## src/hw/rtl/flac_pkg.sv

```systemverilog
// Package with the widths, register indexes and shared types of the anomaly classifier.
package flac_pkg;

   localparam int EventW      = 10;
   localparam int WeightW     = 16;
   localparam int MaxWeights  = 16;
   localparam int WeightIdxW  = 4;
   localparam int WordW       = 64;
   localparam int NumWords    = 4;
   localparam int BiasW       = 24;
   localparam int BiasTermW   = 32;
   localparam int ProdW       = 27;
   localparam int AccW        = 40;
   localparam int ScoreW      = 41;
   localparam int CountW      = 32;
   localparam int CsrIndexW   = 3;

   localparam int SeqLengthDefault  = 100;
   localparam int NumWeightsDefault = 16;

   // The natural log of 1.5 in Q.12, scaled by one million.
   localparam longint unsigned Ln1p5Q12Micro = 64'd1660785083;

   localparam logic [CsrIndexW-1:0] CSR_WEIGHT_WORD_0 = 3'd0;
   localparam logic [CsrIndexW-1:0] CSR_WEIGHT_WORD_1 = 3'd1;
   localparam logic [CsrIndexW-1:0] CSR_WEIGHT_WORD_2 = 3'd2;
   localparam logic [CsrIndexW-1:0] CSR_WEIGHT_WORD_3 = 3'd3;
   localparam logic [CsrIndexW-1:0] CSR_BIAS_Q12      = 3'd4;

   typedef logic [MaxWeights-1:0][WeightW-1:0] flac_weights_type;
   typedef logic [NumWords-1:0][WordW-1:0] flac_words_type;

   typedef struct packed {
      logic                    valid;
      logic                    last;
      logic                    label;
      logic signed [ProdW-1:0] prod;
   } flac_stage_type;

endpackage

```

## src/hw/rtl/flac_front.sv

```systemverilog
// Front stage: sequence position, weight select, multiply and the input register.
module flac_front #(
   parameter int SEQUENCE_LENGTH = flac_pkg::SeqLengthDefault,
   parameter int NUM_WEIGHTS     = flac_pkg::NumWeightsDefault
) (
   input  logic                           clock,
   input  logic                           reset,
   input  logic                           req_valid,
   output logic                           req_stall,
   input  logic [flac_pkg::EventW-1:0]    req_event_value,
   input  logic                           req_true_label,
   input  logic                           req_last_element,
   input  flac_pkg::flac_weights_type     weights,
   input  logic                           stage_ready,
   output flac_pkg::flac_stage_type       stage
);
   import flac_pkg::*;

   localparam int PosW = $clog2(SEQUENCE_LENGTH + 1);
   localparam int BinW = $clog2(NUM_WEIGHTS);

   logic [PosW-1:0]          position_ff;
   logic [PosW-1:0]          position_in;
   logic [BinW-1:0]          bin_ff;
   logic [BinW-1:0]          bin_in;
   flac_stage_type           stage_ff;
   flac_stage_type           stage_in;
   logic                     accept;
   logic                     in_range;
   logic signed [WeightW-1:0] weight;
   logic signed [ProdW-1:0]  product;

   assign req_stall = stage_ff.valid && !stage_ready;
   assign accept    = req_valid && !req_stall;
   assign in_range  = position_ff < PosW'(SEQUENCE_LENGTH);
   assign weight    = $signed(weights[WeightIdxW'(bin_ff)]);
   assign product   = ProdW'($signed({1'b0, req_event_value}) * weight);

   always_comb begin
      position_in = position_ff;
      bin_in      = bin_ff;
      stage_in    = stage_ff;
      if (accept) begin
         if (req_last_element) begin
            position_in = '0;
            bin_in      = '0;
         end else if (in_range) begin
            position_in = position_ff + 1'b1;
            bin_in      = (bin_ff == BinW'(NUM_WEIGHTS - 1)) ? '0 : bin_ff + 1'b1;
         end
         stage_in.valid = 1'b1;
         stage_in.last  = req_last_element;
         stage_in.label = req_true_label;
         stage_in.prod  = in_range ? product : '0;
      end else if (stage_ready) begin
         stage_in.valid = 1'b0;
      end
   end

   always_ff @(posedge clock) begin
      if (reset) begin
         position_ff    <= '0;
         bin_ff         <= '0;
         stage_ff.valid <= 1'b0;
      end else begin
         position_ff <= position_in;
         bin_ff      <= bin_in;
         stage_ff    <= stage_in;
      end
   end

   assign stage = stage_ff;

endmodule

```

## src/hw/rtl/flac_score.sv

```systemverilog
// Score stage: accumulator, threshold compare, confusion counters and the result register.
module flac_score (
   input  logic                                 clock,
   input  logic                                 reset,
   input  flac_pkg::flac_stage_type             stage,
   output logic                                 stage_ready,
   input  logic signed [flac_pkg::ScoreW-1:0]   thr_adj,
   output logic                                 rsp_valid,
   input  logic                                 rsp_stall,
   output logic                                 rsp_anomaly_flag,
   output logic [flac_pkg::CountW-1:0]          rsp_true_pos_count,
   output logic [flac_pkg::CountW-1:0]          rsp_false_pos_count,
   output logic [flac_pkg::CountW-1:0]          rsp_true_neg_count,
   output logic [flac_pkg::CountW-1:0]          rsp_false_neg_count
);
   import flac_pkg::*;

   logic signed [AccW-1:0]   acc_ff;
   logic signed [AccW-1:0]   acc_in;
   logic signed [AccW-1:0]   acc_sum;
   logic [CountW-1:0]        tp_ff, tp_in;
   logic [CountW-1:0]        fp_ff, fp_in;
   logic [CountW-1:0]        tn_ff, tn_in;
   logic [CountW-1:0]        fn_ff, fn_in;
   logic                     rsp_valid_ff, rsp_valid_in;
   logic                     flag_ff, flag_in;
   logic                     consume;
   logic                     pred;

   assign stage_ready = !stage.last || !rsp_valid_ff || !rsp_stall;
   assign consume     = stage.valid && stage_ready;
   assign acc_sum     = acc_ff + {{(AccW - ProdW){stage.prod[ProdW-1]}}, stage.prod};
   assign pred        = $signed({acc_sum[AccW-1], acc_sum}) > thr_adj;

   always_comb begin
      acc_in       = acc_ff;
      tp_in        = tp_ff;
      fp_in        = fp_ff;
      tn_in        = tn_ff;
      fn_in        = fn_ff;
      flag_in      = flag_ff;
      rsp_valid_in = rsp_valid_ff && rsp_stall;
      if (consume) begin
         if (stage.last) begin
            acc_in       = '0;
            flag_in      = pred;
            rsp_valid_in = 1'b1;
            priority if (pred && stage.label) begin
               tp_in = (tp_ff == '1) ? tp_ff : tp_ff + 1'b1;
            end else if (pred) begin
               fp_in = (fp_ff == '1) ? fp_ff : fp_ff + 1'b1;
            end else if (!stage.label) begin
               tn_in = (tn_ff == '1) ? tn_ff : tn_ff + 1'b1;
            end else begin
               fn_in = (fn_ff == '1) ? fn_ff : fn_ff + 1'b1;
            end
         end else begin
            acc_in = acc_sum;
         end
      end
   end

   always_ff @(posedge clock) begin
      if (reset) begin
         acc_ff       <= '0;
         tp_ff        <= '0;
         fp_ff        <= '0;
         tn_ff        <= '0;
         fn_ff        <= '0;
         rsp_valid_ff <= 1'b0;
      end else begin
         acc_ff       <= acc_in;
         tp_ff        <= tp_in;
         fp_ff        <= fp_in;
         tn_ff        <= tn_in;
         fn_ff        <= fn_in;
         rsp_valid_ff <= rsp_valid_in;
      end
   end

   always_ff @(posedge clock) begin
      flag_ff <= flag_in;
   end

   // The counters change only when a new result is loaded, so they serve as its payload.
   assign rsp_valid           = rsp_valid_ff;
   assign rsp_anomaly_flag    = flag_ff;
   assign rsp_true_pos_count  = tp_ff;
   assign rsp_false_pos_count = fp_ff;
   assign rsp_true_neg_count  = tn_ff;
   assign rsp_false_neg_count = fn_ff;

endmodule

```

## src/hw/rtl/folded_linear_anomaly_classifier.sv

```systemverilog
// Top level of the folded linear anomaly classifier with its control registers.
//
//   Channel | Ports   | Direction | Transfer
//   input   | req_*   | in        | req_valid high and req_stall low at a rising edge
//   result  | rsp_*   | out       | rsp_valid high and rsp_stall low at a rising edge
//   control | csr_*   | in        | csr_write high at a rising edge
//
// One item is accepted per cycle while req_stall is low; a last item passes the front register and the result register.
// The rate is set by the single multiply of the front stage and the accumulator add.
// A last item waits in the front register only while an earlier result is stalled.
// Synchronous reset clears the weights, bias, sequence position, accumulator, valids and counters.
module folded_linear_anomaly_classifier #(
   parameter int SEQUENCE_LENGTH = flac_pkg::SeqLengthDefault,
   parameter int NUM_WEIGHTS     = flac_pkg::NumWeightsDefault
) (
   input  logic                             clock,
   input  logic                             reset,
   input  logic                             req_valid,
   output logic                             req_stall,
   input  logic [flac_pkg::EventW-1:0]      req_event_value,
   input  logic                             req_true_label,
   input  logic                             req_last_element,
   output logic                             rsp_valid,
   input  logic                             rsp_stall,
   output logic                             rsp_anomaly_flag,
   output logic [flac_pkg::CountW-1:0]      rsp_true_pos_count,
   output logic [flac_pkg::CountW-1:0]      rsp_false_pos_count,
   output logic [flac_pkg::CountW-1:0]      rsp_true_neg_count,
   output logic [flac_pkg::CountW-1:0]      rsp_false_neg_count,
   input  logic                             csr_write,
   input  logic [flac_pkg::CsrIndexW-1:0]   csr_index,
   input  logic [flac_pkg::WordW-1:0]       csr_data
);
   import flac_pkg::*;

   localparam longint unsigned ThrU =
      (64'(SEQUENCE_LENGTH) * Ln1p5Q12Micro) / 64'd1000000;
   localparam logic signed [ScoreW-1:0] ThrS = ScoreW'(ThrU);
   localparam logic signed [BiasTermW-1:0] SeqLenS = BiasTermW'(SEQUENCE_LENGTH);

   flac_words_type              weight_word_ff, weight_word_in;
   logic [BiasW-1:0]            bias_ff, bias_in;
   logic signed [ScoreW-1:0]    thr_adj_ff, thr_adj_in;
   logic signed [BiasTermW-1:0] bias_term;
   flac_weights_type            weights;
   flac_stage_type              stage;
   logic                        stage_ready;

   always_comb begin
      weight_word_in = weight_word_ff;
      bias_in        = bias_ff;
      if (csr_write) begin
         unique case (csr_index)
            CSR_WEIGHT_WORD_0: weight_word_in[0] = csr_data;
            CSR_WEIGHT_WORD_1: weight_word_in[1] = csr_data;
            CSR_WEIGHT_WORD_2: weight_word_in[2] = csr_data;
            CSR_WEIGHT_WORD_3: weight_word_in[3] = csr_data;
            CSR_BIAS_Q12:      bias_in = csr_data[BiasW-1:0];
            default: begin
            end
         endcase
      end
   end

   // The score test compares the accumulator with the threshold less the scaled bias.
   assign bias_term  = SeqLenS * $signed({{(BiasTermW - BiasW){bias_ff[BiasW-1]}}, bias_ff});
   assign thr_adj_in = ThrS - {{(ScoreW - BiasTermW){bias_term[BiasTermW-1]}}, bias_term};

   always_ff @(posedge clock) begin
      if (reset) begin
         weight_word_ff <= '0;
         bias_ff        <= '0;
         thr_adj_ff     <= ThrS;
      end else begin
         weight_word_ff <= weight_word_in;
         bias_ff        <= bias_in;
         thr_adj_ff     <= thr_adj_in;
      end
   end

   assign weights = flac_weights_type'(weight_word_ff);

   flac_front #(
      .SEQUENCE_LENGTH (SEQUENCE_LENGTH),
      .NUM_WEIGHTS     (NUM_WEIGHTS)
   ) u_front (
      .clock            (clock),
      .reset            (reset),
      .req_valid        (req_valid),
      .req_stall        (req_stall),
      .req_event_value  (req_event_value),
      .req_true_label   (req_true_label),
      .req_last_element (req_last_element),
      .weights          (weights),
      .stage_ready      (stage_ready),
      .stage            (stage)
   );

   flac_score u_score (
      .clock               (clock),
      .reset               (reset),
      .stage               (stage),
      .stage_ready         (stage_ready),
      .thr_adj             (thr_adj_ff),
      .rsp_valid           (rsp_valid),
      .rsp_stall           (rsp_stall),
      .rsp_anomaly_flag    (rsp_anomaly_flag),
      .rsp_true_pos_count  (rsp_true_pos_count),
      .rsp_false_pos_count (rsp_false_pos_count),
      .rsp_true_neg_count  (rsp_true_neg_count),
      .rsp_false_neg_count (rsp_false_neg_count)
   );

endmodule

```

## config.mk

```make
export PLATFORM = sky130hd
export DESIGN_NAME = folded_linear_anomaly_classifier
export DESIGN_NICKNAME = d
export VERILOG_FILES = /design/src/hw/rtl/flac_pkg.sv /design/src/hw/rtl/flac_front.sv /design/src/hw/rtl/flac_score.sv /design/src/hw/rtl/folded_linear_anomaly_classifier.sv
export SDC_FILE = /design/constraint.sdc
export NUM_CORES = 2
export LEC_CHECK = 0
export BUFFER_PORTS_ARGS = -buffer_cell sky130_fd_sc_hd__buf_2
export CAP_MARGIN = 20
export CORE_ASPECT_RATIO = 1.4
export CORE_MARGIN = 4
export CORE_UTILIZATION = 40
export CTS_CLUSTER_SIZE = 20
export DETAILED_ROUTE_END_ITERATION = 16
export GPL_TIMING_DRIVEN = 0
export SYNTH_ARGS = -nofsm -noshare
export SYNTH_HDL_FRONTEND = slang
export SYNTH_SLANG_ARGS = --single-unit
```

## constraint.sdc

```tcl
create_clock -name clock -period 10.3 [get_ports clock]
set_input_delay 0 -clock clock [delete_from_list [all_inputs] [get_ports clock]]
set_output_delay 0 -clock clock [all_outputs]
set_load 0.005 [all_outputs]
```

==> metrics.sh <==
RUN_STATUS='finished, final reports clean'
CELLLEAKAGEPOWER_nW=16.2
MAXIMUM_NUMBER_OF_PINS_ON_ONE_NET_BEFORE_GLOBAL_ROUTE_REPAIR=18
START_KIND='flop'
CRITICAL_PATH.ENDPOINT_TYPE='flop'
SWSHARE_PCT=28.6
DIE_X_MICRONS=252
REPORT.FINAL.HOLD_VIOL_COUNT=0
SYNTH.TOP_CELL.AREA_SHARE_PCT=29.6
FIN_AREA_SQ_MM=0.0385
CLOCK-ROOT-BUFFER='clkbuf_16'
ROUTABILITYCONGESTION=0.923
STANDARD_CELL_CORE_AREA_SQ_MM=0.0827
PLACEDINSTANCEAREA_SQ_MM=0.0358
INTERNAL_POWER_CONTRIBUTION_mW=3.58
POWER_DENSITY_mW_PER_MM2=130
GRT_FIRST_PASS_WIRELENGTH_MICRONS=162000
SYN2LAYOUT_AREA_GROWTH_PCT=15.6
SLEW_VIOLATIONS=0
CLOCKBUFFERDEPTH=3
SYNTH.YOSYS.SEQ_AREA_SHARE_PCT=32.3
FINALSETUPTNS_NS=0
HOLD_PATH.CLASS='input pin to flop'
PIN_COUNT=215
SHARE_SEQ_OF_TOTAL_POWER_PCT=42.3
YS_TOP_CELLS_BY_AREA='dfxtp_1 (30%), fa_1 (10%), nand2_1 (8.4%)'
SYN_AREA_PER_CELL_SQ_UM=8.53
ROWS=125
YOSYSWARNINGCOUNT=0
SYNTH_AREA_SQ_MM=0.0333
TIMING.SLEW.HEADROOM_PCT=26.3
ASYNC_FLOP_SHARE_PCT=0
HOLD_WS_NS=0.154
WORSTMARGINPINSLEW_NS=1.10
INITIAL_CORE_UTIL_PCT=40.3
FINALSETUPVIOLATIONS=0
LAYOUT_FILLER_CELL_COUNT=8092
AREA_TAKEN_BY_MULTI_INPUT_LOGIC_GATES_SQ_MM=0.0204
GLOBAL_ROUTE.OVERFLOW_TOTAL=0
CTS_MAX_LEVEL=2
CTS_REPAIR_RESIZE_COUNT=0
PLACE_WORST_SETUP_SLACK_NS=1.33
WORST_SETUP_HOLD_PATH_CLK_SLEW_NS=0.07
CP.ARRIVAL_NS=9.36
DIE_AREA_SQ_MM=0.0880
GRT_PASS1_VIAS=28300
CLOCK.FMAX_MHz=111
VIAS=28400
SYNTHESIS.NETS=4374
TRITONCTS.NUM_BUFFERS=54
SWITCHINGPOWER_mW=1.43
SYNTH_CELL_TYPES=78
GRT_SETUP_UNREPAIRED='false'
DRT_DRC_VIOLATIONS_LEFT=0
ANTENNA_DIODE_COUNT=0
FIN_UTIL_PCT=46.5
SYNTH_TOP_AREA_CELL='dfxtp_1'
WORST-SETUP-PATH-TYPE='flop to flop'
SYNTH_SEQ_CELLS=522
CHIPHEIGHT_MICRONS=349
ROUTE.FINAL.WIRE_LENGTH_MICRONS=105000
TIMING.FINAL.CRIT_SHARE_PCT=87.2
DRT_PRE_ANTENNA_ITERS=5
IO_BUFFERS=214
ANTENNA_FOUND_INITIAL=4
YS_DOMINANT_REG_CELL='dfxtp_1'
VDD.IR_DROP.WORST_mV=0.163
CLK-INSERTION-DELAY-LATE_NS=0.67
FINAL_LAYOUT_SIZE_SUFFIX_GT1_SHARE_PCT=10.1
CLOCK_POWER_SHARE_PCT=42.4
CRITPATHREQUIREDTIME_NS=10.67
SYNTH_CELLS=3905
WL_PER_CELL_MICRONS=19.5
DR.FIRST_ITER.DRC_COUNT=1707
CTS_TREE='yes'
DETAILEDPLACEMENTHPWL_MICRONS=83400
NNETSFINAL=4726
TIMING.FINAL.WS_SETUP_NS=1.32
DRTANTENNAVIOLNETS=0
POSTCTS_SETUP_BUFS=0
POST-ROUTE-MIN-PERIOD_NS=8.98
AREA.SEQUENTIAL_SQ_MM=0.0108
CRIT_FANOUT=10
ROUTE.DETAILED.VIAS_PER_INST=5.28
CTS_SINKS=522
FINALCLOCKSKEW_NS=0.0661
SYNTH-EDFF-COUNT=30
GR-USAGE-ALL-LAYERS_PCT=23.4
CAP_VIOL_MAX_COUNT=0
POWER_FRAC_COMB_PCT=15.3
==> cell usage in the layout (no fill, tap or decap), types with 76 or more instances in the layout <==
cell	count
clkbuf_1	162
nor2_1	248
and2_1	92
buf_2	222
fa_1	168
xnor2_1	135
nand2_1	750
dfxtp_1	492
dlygate4sd3_1	76
ha_1	217
mux4_2	80
a21oi_1	394
inv_1	382
==> power groups by stage <==
stage | sequential [mW] | clock [mW] | combinational [mW]
detailed placement | 2.17 | 0 | 0.743
CTS | 2.12 | 2.17 | 0.768
floorplan | 2.16 | 0 | 0.491
global placement | 2.17 | 0 | 0.731
finish | 2.12 | 2.13 | 0.767
global route | 2.13 | 2.25 | 0.850
==> area by class of cell <==
type,count,share of cell area (%)
timing repair buffer,296,4.98
tap,1079,3.51
multi-input combinational,2817,53.1
inverter,383,3.73
clock inverter,27,1.04
clock buffer,73,3.93
buffer,183,1.81
sequential,522,27.9
==> path summary, 6_finish.rpt <==
kind                                             to                start  slack, ns  cells past startpoint
worst max-delay path              u_front.stage[24]    u_front.bin_ff[0]       1.32                     24
worst min-delay path             weight_word_ff[53]         csr_data[53]       0.15                      4
worst max register to register    u_front.stage[24]    u_front.bin_ff[0]       1.32                     24
worst min register to register  weight_word_ff[108]  weight_word_ff[108]       0.45                      2
==> flip-flops by register name, indices dropped and copies added, names as in the netlist <==
signal,cells
weight_word_ff,256
u_score.acc_ff,40
thr_adj_ff,31
u_front.stage,30
u_score.rsp_anomaly_flag,1
u_score.rsp_valid,1
u_score.rsp_true_neg_count,32
u_front.bin_ff,4
u_score.rsp_true_pos_count,32
bias_ff,24
u_score.rsp_false_neg_count,32
u_score.rsp_false_pos_count,32
u_front.position_ff,7
==> critical path: stages (launching register included) <==
cell and delay, ns:
dfxtp_1 0.38, buf_1 0.84, buf_1 0.84, mux4_2 0.63, mux4_2 0.67, nand2_1 0.15, fa_1 0.44, fa_1 0.52
inv_1 0.06, fa_1 0.47, fa_1 0.54, inv_1 0.05, fa_1 0.52, inv_1 0.04, ha_1 0.35, a21o_1 0.21
a21oi_1 0.14, nor2b_1 0.08, nor3_1 0.36, o31ai_1 0.20, a211o_1 0.31, a31o_2 0.28, o21a_1 0.17, or3_1 0.29
and3_1 0.18
==> layer usage <==
metal | routed length, microns | GRT usage [%] | vias to the layer above
li1 | - | - | 13800
met1 | 40600 | 26.7 | 13600
met2 | 52200 | 42.0 | 738
met3 | 4900 | 3.29 | 270
met4 | 6950 | 12.9 | 0
met5 | 0 | 0 | -
==> cell usage after synthesis (all sizes together), types with 10 or more instances <==
cell,instances
mux4,80
and2,93
fa,168
a22oi,27
a21oi,396
and4,22
a21o,53
o21ai,48
a22o,14
a31oi,15
buf,31
xnor2,135
nor4,31
nand3,65
nand2b,22
a211oi,15
nor3,75
xor2,68
nand2,750
nor2b,28
or3,29
dfxtp,492
and3,39
or2,10
clkbuf,152
nor2,249
edfxtp,30
inv,383
o21a,16
mux2,10
ha,217
nand4,54
==> through the flow <==
step / instances / power, mW
3_3_place_gp: 5198 / 2.90
4_1_cts: 5379 / 5.06
3_5_place_dp: 5203 / 2.91
5_1_grt: 5380 / 5.23
2_1_floorplan: 3905 / 2.65
6_report: 5380 / 5.02
==> logic make-up (layout without fill, tap and decap cells) <==
family,Yosys count,in the layout,share of synthesized area [%]
adders and majority gates,385,385,18.2
DFF,522,522,32.3
muxes,93,93,5.84
AOI/OAI and AO/OA,658,658,11.7
and+or+nand+nor,1478,1478,20.2
buffers and inverters,566,962,6.41
xor gates and xnor gates,203,203,5.34
==> what timing repair did <==
item                                    CTS  global route
endpoints found under the setup margin    0             0
endpoints found under the hold margin   300             0
hold buffers                             76             0
Power figures use the tool's default switching activity.
